### src/design/tip_pkg.sv
// shared types and constants for the text integer parser
`timescale 1ns / 1ps
`default_nettype none

package tip_pkg;

  localparam int unsigned CHAR_W  = 8;
  localparam int unsigned VALUE_W = 32;
  localparam int unsigned COUNT_W = 8;
  localparam int unsigned DIGIT_W = 4;
  localparam int unsigned CFG_IDX_W  = 2;
  localparam int unsigned CFG_DATA_W = 8;

  // configuration register indexes
  localparam logic [CFG_IDX_W-1:0] REG_HEX_MODE    = 2'd0;
  localparam logic [CFG_IDX_W-1:0] REG_SIGNED_MODE = 2'd1;
  localparam logic [CFG_IDX_W-1:0] REG_DIGIT_LIMIT = 2'd2;

  // character codes
  localparam logic [CHAR_W-1:0] CH_SPACE = 8'h20;
  localparam logic [CHAR_W-1:0] CH_MINUS = 8'h2D;
  localparam logic [CHAR_W-1:0] CH_ZERO  = 8'h30;
  localparam logic [CHAR_W-1:0] CH_NINE  = 8'h39;
  localparam logic [CHAR_W-1:0] CH_UP_A  = 8'h41;
  localparam logic [CHAR_W-1:0] CH_UP_F  = 8'h46;
  localparam logic [CHAR_W-1:0] CH_LO_A  = 8'h61;
  localparam logic [CHAR_W-1:0] CH_LO_F  = 8'h66;
  localparam logic [DIGIT_W-1:0] HEX_LETTER_BASE = 4'd10;

  localparam logic [COUNT_W-1:0] COUNT_MAX = {COUNT_W{1'b1}};

  typedef enum logic [1:0] {
    PH_SKIP_LEAD = 2'd0,
    PH_SKIP_SIGN = 2'd1,
    PH_DIGITS    = 2'd2
  } phase_t;

  typedef struct packed {
    logic               hex_mode;
    logic               signed_mode;
    logic [COUNT_W-1:0] digit_limit;
  } cfg_t;

  typedef struct packed {
    logic               is_digit;
    logic [DIGIT_W-1:0] digit;
    logic               is_space;
    logic               is_minus;
  } char_class_t;

  typedef struct packed {
    logic               char_consumed;
    logic               number_done;
    logic [VALUE_W-1:0] number_value;
    logic               number_ok;
    logic               fail_sticky;
  } result_t;

endpackage

`default_nettype wire

### src/design/tip_char_if.sv
// character input channel
`timescale 1ns / 1ps
`default_nettype none

interface tip_char_if
  import tip_pkg::*;
();
  logic              valid;
  logic              ready;
  logic [CHAR_W-1:0] char_code;
  logic              is_last_char;

  modport source (output valid, output char_code, output is_last_char, input ready);
  modport sink   (input valid, input char_code, input is_last_char, output ready);
endinterface

`default_nettype wire

### src/design/tip_result_if.sv
// parse result output channel
`timescale 1ns / 1ps
`default_nettype none

interface tip_result_if
  import tip_pkg::*;
();
  logic               valid;
  logic               ready;
  logic               char_consumed;
  logic               number_done;
  logic [VALUE_W-1:0] number_value;
  logic               number_ok;
  logic               fail_sticky;

  modport source (output valid, output char_consumed, output number_done,
                  output number_value, output number_ok, output fail_sticky,
                  input ready);
  modport sink   (input valid, input char_consumed, input number_done,
                  input number_value, input number_ok, input fail_sticky,
                  output ready);
endinterface

`default_nettype wire

### src/design/text_integer_parser_core.sv
// top level of the text integer parser
//
// streaming ascii integer parser, one character word per cycle
// - chars: character words (char_code, is_last_char), valid/ready
// - results: one result word per character word, valid/ready
// - cfg_we/cfg_index/cfg_data: register writes (0 hex_mode, 1 signed_mode,
//   2 digit_limit); write only while the block is idle
// latency: a result word appears one cycle after its character is taken
// throughput: one character per cycle; the parse state and the result
//   register both update on the accept edge, so words may follow back to back
// the result register decouples the two sides: a new character is taken
// whenever the register is empty or its word is taken in the same cycle
// stall: when the receiver holds ready low, the result word is held and
//   chars.ready drops until it is taken
// reset: synchronous, clears phase, accumulator, count, fail flag,
//   configuration and the result valid bit; no clearing pass
`timescale 1ns / 1ps
`default_nettype none

module text_integer_parser_core
  import tip_pkg::*;
(
  input  logic                  clk,
  input  logic                  rst,
  tip_char_if.sink              chars,
  tip_result_if.source          results,
  input  logic                  cfg_we,
  input  logic [CFG_IDX_W-1:0]  cfg_index,
  input  logic [CFG_DATA_W-1:0] cfg_data
);

  cfg_t        cfg;
  char_class_t cls;
  result_t     step_res;
  result_t     out_word;
  logic        out_valid;
  logic        accept;

  // configuration registers
  always_ff @(posedge clk) begin
    if (rst) begin
      cfg <= '0;
    end else if (cfg_we) begin
      case (cfg_index)
        REG_HEX_MODE:    cfg.hex_mode    <= cfg_data[0];
        REG_SIGNED_MODE: cfg.signed_mode <= cfg_data[0];
        REG_DIGIT_LIMIT: cfg.digit_limit <= cfg_data[COUNT_W-1:0];
        default: ; // unmapped index, ignored
      endcase
    end
  end

  // take a character when the result slot is free or being emptied
  assign chars.ready = !out_valid || results.ready;
  assign accept      = chars.valid && chars.ready;

  tip_classify u_classify (
    .char_code (chars.char_code),
    .hex_mode  (cfg.hex_mode),
    .cls       (cls)
  );

  tip_step u_step (
    .clk          (clk),
    .rst          (rst),
    .advance      (accept),
    .is_last_char (chars.is_last_char),
    .cfg          (cfg),
    .cls          (cls),
    .res          (step_res)
  );

  // result register
  always_ff @(posedge clk) begin
    if (rst) begin
      out_valid <= 1'b0;
    end else if (accept) begin
      out_valid <= 1'b1;
    end else if (results.ready) begin
      out_valid <= 1'b0;
    end
  end

  // payload, no reset needed
  always_ff @(posedge clk) begin
    if (accept) begin
      out_word <= step_res;
    end
  end

  assign results.valid         = out_valid;
  assign results.char_consumed = out_word.char_consumed;
  assign results.number_done   = out_word.number_done;
  assign results.number_value  = out_word.number_value;
  assign results.number_ok     = out_word.number_ok;
  assign results.fail_sticky   = out_word.fail_sticky;

endmodule

`default_nettype wire

### src/design/tip_classify.sv
// character classifier: digit value, space and minus detection
`timescale 1ns / 1ps
`default_nettype none

module tip_classify
  import tip_pkg::*;
(
  input  logic [CHAR_W-1:0] char_code,
  input  logic              hex_mode,
  output char_class_t       cls
);

  logic [CHAR_W-1:0] off_num;
  logic [CHAR_W-1:0] off_lo;
  logic [CHAR_W-1:0] off_up;

  assign off_num = char_code - CH_ZERO;
  assign off_lo  = char_code - CH_LO_A;
  assign off_up  = char_code - CH_UP_A;

  always_comb begin
    cls.is_digit = 1'b0;
    cls.digit    = '0;
    cls.is_space = (char_code == CH_SPACE);
    cls.is_minus = (char_code == CH_MINUS);
    if (char_code inside {[CH_ZERO:CH_NINE]}) begin
      cls.is_digit = 1'b1;
      cls.digit    = off_num[DIGIT_W-1:0];
    end else if (hex_mode && (char_code inside {[CH_LO_A:CH_LO_F]})) begin
      cls.is_digit = 1'b1;
      cls.digit    = off_lo[DIGIT_W-1:0] + HEX_LETTER_BASE;
    end else if (hex_mode && (char_code inside {[CH_UP_A:CH_UP_F]})) begin
      cls.is_digit = 1'b1;
      cls.digit    = off_up[DIGIT_W-1:0] + HEX_LETTER_BASE;
    end
  end

endmodule

`default_nettype wire

### src/design/tip_step.sv
// parse state machine: phase, accumulator, digit count and fail flag
`timescale 1ns / 1ps
`default_nettype none

module tip_step
  import tip_pkg::*;
(
  input  logic        clk,
  input  logic        rst,
  input  logic        advance,
  input  logic        is_last_char,
  input  cfg_t        cfg,
  input  char_class_t cls,
  output result_t     res
);

  phase_t             phase, phase_next;
  logic [VALUE_W-1:0] acc, acc_next;
  logic [COUNT_W-1:0] count, count_next;
  logic               neg, neg_next;
  logic               fail, fail_next;

  logic               skipping;
  logic               take_space;
  logic               take_minus;
  logic               handled;
  logic               take_digit;
  logic               done;
  logic [COUNT_W-1:0] count_inc;
  logic [VALUE_W-1:0] acc_mul;
  logic [VALUE_W-1:0] acc_dig;
  logic               limit_hit;

  assign skipping   = (phase == PH_SKIP_LEAD) || (phase == PH_SKIP_SIGN);
  assign take_space = skipping && cls.is_space;
  assign take_minus = (phase == PH_SKIP_LEAD) && cfg.signed_mode && cls.is_minus
                      && !cls.is_space;
  assign handled    = take_space || take_minus;
  assign take_digit = !handled && cls.is_digit;

  assign count_inc = (count == COUNT_MAX) ? count : count + 1'b1;
  // times 16, or times 10 as 8x + 2x
  assign acc_mul   = cfg.hex_mode ? {acc[VALUE_W-5:0], 4'b0}
                                  : ({acc[VALUE_W-4:0], 3'b0} + {acc[VALUE_W-2:0], 1'b0});
  assign acc_dig   = acc_mul + VALUE_W'(cls.digit);
  assign limit_hit = (cfg.digit_limit != '0) && (count_inc >= cfg.digit_limit);

  // result for the current word
  always_comb begin
    res  = '0;
    done = 1'b0;
    if (handled) begin
      res.char_consumed = 1'b1;
      done              = is_last_char;
    end else if (take_digit) begin
      res.char_consumed = 1'b1;
      done              = is_last_char || limit_hit;
      res.number_ok     = done;
      if (done) begin
        res.number_value = neg ? (VALUE_W'(0) - acc_dig) : acc_dig;
      end
    end else begin
      // non-digit ends the number and is left in the stream
      done             = 1'b1;
      res.number_ok    = (count != '0);
      res.number_value = neg ? (VALUE_W'(0) - acc) : acc;
    end
    res.number_done = done;
    fail_next       = fail || (handled && is_last_char) ||
                      (!handled && !take_digit && (count == '0));
    res.fail_sticky = fail_next;
  end

  // next parse state
  always_comb begin
    phase_next = phase;
    acc_next   = acc;
    count_next = count;
    neg_next   = neg;
    if (done) begin
      phase_next = PH_SKIP_LEAD;
      acc_next   = '0;
      count_next = '0;
      neg_next   = 1'b0;
    end else if (take_minus) begin
      phase_next = PH_SKIP_SIGN;
      neg_next   = 1'b1;
    end else if (take_digit) begin
      phase_next = PH_DIGITS;
      acc_next   = acc_dig;
      count_next = count_inc;
    end
  end

  always_ff @(posedge clk) begin
    if (rst) begin
      phase <= PH_SKIP_LEAD;
      acc   <= '0;
      count <= '0;
      neg   <= 1'b0;
      fail  <= 1'b0;
    end else if (advance) begin
      phase <= phase_next;
      acc   <= acc_next;
      count <= count_next;
      neg   <= neg_next;
      fail  <= fail_next;
    end
  end

endmodule

`default_nettype wire
### src/flat_wrapper.sv
// flat-port wrapper written by rule: the top's interface ports become plain ports
module text_integer_parser_core_flat import tip_pkg::*;
  (clk, rst, cfg_we, cfg_index, cfg_data, chars_valid, chars_char_code, chars_is_last_char, chars_ready, results_valid, results_char_consumed, results_number_done, results_number_value, results_number_ok, results_fail_sticky, results_ready);
  tip_char_if chars_i ();
  tip_result_if results_i ();
  input  logic clk;
  input  logic rst;
  input  logic cfg_we;
  input  logic [CFG_IDX_W-1:0] cfg_index;
  input  logic [CFG_DATA_W-1:0] cfg_data;
  input wire logic [$bits(chars_i.valid)-1:0] chars_valid;
  input wire logic [$bits(chars_i.char_code)-1:0] chars_char_code;
  input wire logic [$bits(chars_i.is_last_char)-1:0] chars_is_last_char;
  output wire logic [$bits(chars_i.ready)-1:0] chars_ready;
  output wire logic [$bits(results_i.valid)-1:0] results_valid;
  output wire logic [$bits(results_i.char_consumed)-1:0] results_char_consumed;
  output wire logic [$bits(results_i.number_done)-1:0] results_number_done;
  output wire logic [$bits(results_i.number_value)-1:0] results_number_value;
  output wire logic [$bits(results_i.number_ok)-1:0] results_number_ok;
  output wire logic [$bits(results_i.fail_sticky)-1:0] results_fail_sticky;
  input wire logic [$bits(results_i.ready)-1:0] results_ready;
  assign chars_i.valid = chars_valid;
  assign chars_i.char_code = chars_char_code;
  assign chars_i.is_last_char = chars_is_last_char;
  assign chars_ready = chars_i.ready;
  assign results_valid = results_i.valid;
  assign results_char_consumed = results_i.char_consumed;
  assign results_number_done = results_i.number_done;
  assign results_number_value = results_i.number_value;
  assign results_number_ok = results_i.number_ok;
  assign results_fail_sticky = results_i.fail_sticky;
  assign results_i.ready = results_ready;
  text_integer_parser_core u_core (.clk(clk), .rst(rst), .chars(chars_i), .results(results_i), .cfg_we(cfg_we), .cfg_index(cfg_index), .cfg_data(cfg_data));
endmodule
### config.mk
export PLATFORM = sky130hd
export DESIGN_NAME = text_integer_parser_core_flat
export DESIGN_NICKNAME = d
export VERILOG_FILES = /design/src/design/tip_pkg.sv /design/src/design/tip_char_if.sv /design/src/design/tip_result_if.sv /design/src/design/text_integer_parser_core.sv /design/src/design/tip_classify.sv /design/src/design/tip_step.sv /design/src/flat_wrapper.sv
export SDC_FILE = /design/constraint.sdc
export NUM_CORES = 1
export LEC_CHECK = 0
export ABC_AREA = 1
export BUFFER_PORTS_ARGS = -buffer_cell sky130_fd_sc_hd__buf_4
export CORE_AREA = 2 2 131 133
export CTS_BUF_LIST = sky130_fd_sc_hd__clkbuf_8
export DETAILED_ROUTE_END_ITERATION = 16
export DIE_AREA = 0 0 133 135
export HOLD_SLACK_MARGIN = 0.08
export PLACE_DENSITY = 0.82
export SYNTH_ARGS = -nofsm -noshare
export SYNTH_HDL_FRONTEND = slang
export SYNTH_SLANG_ARGS = --single-unit
### constraint.sdc
create_clock -name clk -period 4.22 [get_ports clk]
set_input_delay 0.422 -clock clk [delete_from_list [all_inputs] [get_ports clk]]
set_output_delay 0.422 -clock clk [all_outputs]
set_load 0.05 [all_outputs]
==> results.cfg <==
[setup_path]
critPathLaunchType = primary input
critical_path_class = primary input to flip-flop
critPathCaptureType = flip-flop
reg2reg_to = u_core.results.number_value[29]
worstReg2RegStart = u_core.cfg[9]
rrSetupSlack_ns = 0.22
worst_path_max_delay_cell = ha_1
critPathMaxStageDelay_ns = 0.39
crit_arrival_ns = 4.14
crit_top_cell = nor2_4
crit_path_max_fanout = 4
r2r_cells = 30
required_ns = 4.35

[timing]
relSlewSlack = 0.357
slew_violations = 0
worst_slack_ns = 0.213
fin_skew_ns = 0.0137
hold_viol = 0
fin_crit_sh = 0.949
worstMarginPinSlew_ns = 0.964
fin_crit_ns = 4.01
setup_viol = 0
fmax_ghz = 0.250
timing.hold.ws_ns = 0.280

[synth]
yosys.area_share.adder = 0.0654
synth_mux_area_frac = 0
synthCells = 1557
syn_area_mm2 = 0.00941
synth_commonest_cells = nand2_1 (433), inv_1 (228), nor2_1 (140)
synth_nets = 1629
synth-xor-area-share = 0.0281
synth_simple_gate_area_frac = 0.421
netlist.area_leader.share = 0.173
synth_compound_area_frac = 0.133
synth.area.top_cells = nand2_1 (17%), dfxtp_1 (12%), edfxtp_1 (11%)
synth_most_common_cell = nand2_1
async_reset_ff_frac = 0
ys.flop_type = dfxtp_1
seq_area_frac_synth = 0.232
avgSynthCellArea_um2 = 6.04
yosys.area.top_type = nand2_1
synth-edff-count = 36
synth-seq-cells = 91
yosysWarnings = 0
synth_top_family_by_area = simple AND/OR/NAND/NOR gates
synth_cell_type_count = 56

[route]
drt-wirelength-per-cell_um = 15.1
wl_mm = 28.4
first_pass_iters = 6
drt_iter0_markers = 984
viasPerCell = 5.58
drcViolationCount = 0
vias = 10500
ant_nets = 0

[layout]
final_nets = 1731
drive_above_1_share = 0.181
antenna_cells = 0
fill_cells = 1456
multiInputGateArea_mm2 = 0.00626
final_area_mm2 = 0.0108
areaGrowthSynthToFinish_pct = 15.2
regArea_mm2 = 0.00218

[run]
drv_cap = 0

[power]
power.density_mw_per_mm2 = 202
leakage_nw = 5.32
finalPower_mw = 2.19
ir_drop_mv = 0.170

[clock_network]
numCtsBuffers = 9
clock-sinks = 91
cts_tree = done
clk_latency_ns = 0.39
clk_pin_slew_worst_paths_ns = 0.10
cts_root_buf = clkbuf_8
cts_hold_buf = 0
clock_path_buffers = 2
htreeDepth = 3

[status]
status = finished, final reports clean

[place]
place_hpwl_mm = 21.8
place_area_mm2 = 0.0104
pre_cts_slack_ns = -0.205
gp_congestion = 0.990
portBuffers = 61

[global_routing]
antenna_found_initial = 0
grt_max_degree = 46
grt_pass1_wl_mm = 46.3
track_usage = 0.316
grt_pass1_vias = 10000
overflow = 0

[die]
io_pins = 62
die_area_mm2 = 0.0180
initial_core_util = 0.573
die-width_um = 133
die_h_um = 135
core-area_mm2 = 0.0164
num_rows = 47

[hold_path]
holdPathEnd = u_core.cfg[0]
hold_path_class = primary input to flip-flop
min_path_cells = 3
worstHoldStart = cfg_data[0]
[state kept, by name (all words and copies together) (netlist names), 2 cells and up]
signal,flops
u_core.results.number_value,32
u_core.u_step.acc,32
u_core.cfg,10
u_core.u_step.count,8
u_core.u_step.phase,2
[final cells by class]
class,instances,area share
multi-input cells,1170,0.578
repair buffers,128,0.0887
flip-flops and latches,91,0.202
clock inverters,7,0.00473
inverters,259,0.0900
well taps,220,0.0254
clock buffers,9,0.0114
[power breakdown]
group / switching (mW) / internal, mW
Sequential: 0.0210 / 0.952
Clock: 0.364 / 0.221
Combinational: 0.426 / 0.203
Total: 0.811 / 1.38
[through the flow]
step | TNS (ns) | cells | utilization
final | 0 | 1884 | 0.660
after global routing | -0.243 | 1884 | 0.660
after detailed placement | -1.60 | 1857 | 0.634
after global placement | -0.591 | 1857 | 0.634
after CTS | 0 | 1873 | 0.645
after floorplan | 0 | 1557 | -
[layout by cell type, fill, tap and decap left out, types with 29 or more instances in the layout]
master	netlist	layout
a21oi_1	121	117
buf_4	1	128
dfxtp_1	55	53
edfxtp_1	36	36
ha_1	46	44
inv_1	228	224
nand2_1	433	422
nand2_2	32	41
nand3_1	129	123
nand4_1	29	29
nor2_1	140	134
nor3_1	36	33
o21ai_0	54	52
[how the worst max path moves through the flow]
| stage | slack (ns) | start | endpoint |
|---|---|---|---|
| after floorplan | 0.11 | chars_char_code[1] | u_core.results.number_value[31] |
| after global placement | -0.09 | chars_char_code[0] | u_core.results.number_value[28] |
| after detailed placement | -0.20 | chars_char_code[1] | u_core.results.number_value[30] |
| after CTS | 0.15 | u_core.cfg[9] | u_core.results.number_value[30] |
| after global routing | -0.05 | chars_char_code[0] | u_core.results.number_value[28] |
| final | 0.21 | chars_char_code[0] | u_core.results.number_value[29] |
[critical path: cells and delay by family]
family | cells | cell delay (ns)
compound gates | 4 | 0.40
simple gates | 20 | 2.12
buf+inv | 6 | 0.60
fa+ha+maj | 2 | 0.60
[per-layer routing]
metal / share of wire / global-route usage / routed length [um] / up-vias
met4: 0.062 / 0.200 / 1760 / 0
li1: - / - / - / 5245
met3: 0.063 / 0.0443 / 1790 / 111
met1: 0.40 / 0.368 / 11400 / 4711
met2: 0.48 / 0.550 / 13500 / 445
met5: 0 / 0 / 0 / -
[cell families (layout without fill, tap and decap cells)]
| group | count (synthesis) | in the layout |
|---|---|---|
| and+or+nand+nor | 868 | 868 |
| buffers and inverters | 296 | 403 |
| AOI/OAI and AO/OA | 226 | 226 |
| DFF | 91 | 91 |
| adders and majority gates | 48 | 48 |
| xor gates and xnor gates | 28 | 28 |
[what timing repair did]
item	CTS	global route
setup buffers	0	11
gates resized for setup	0	54
setup endpoints to repair	0	17
No activity file was read; power rests on OpenSTA's default activity.
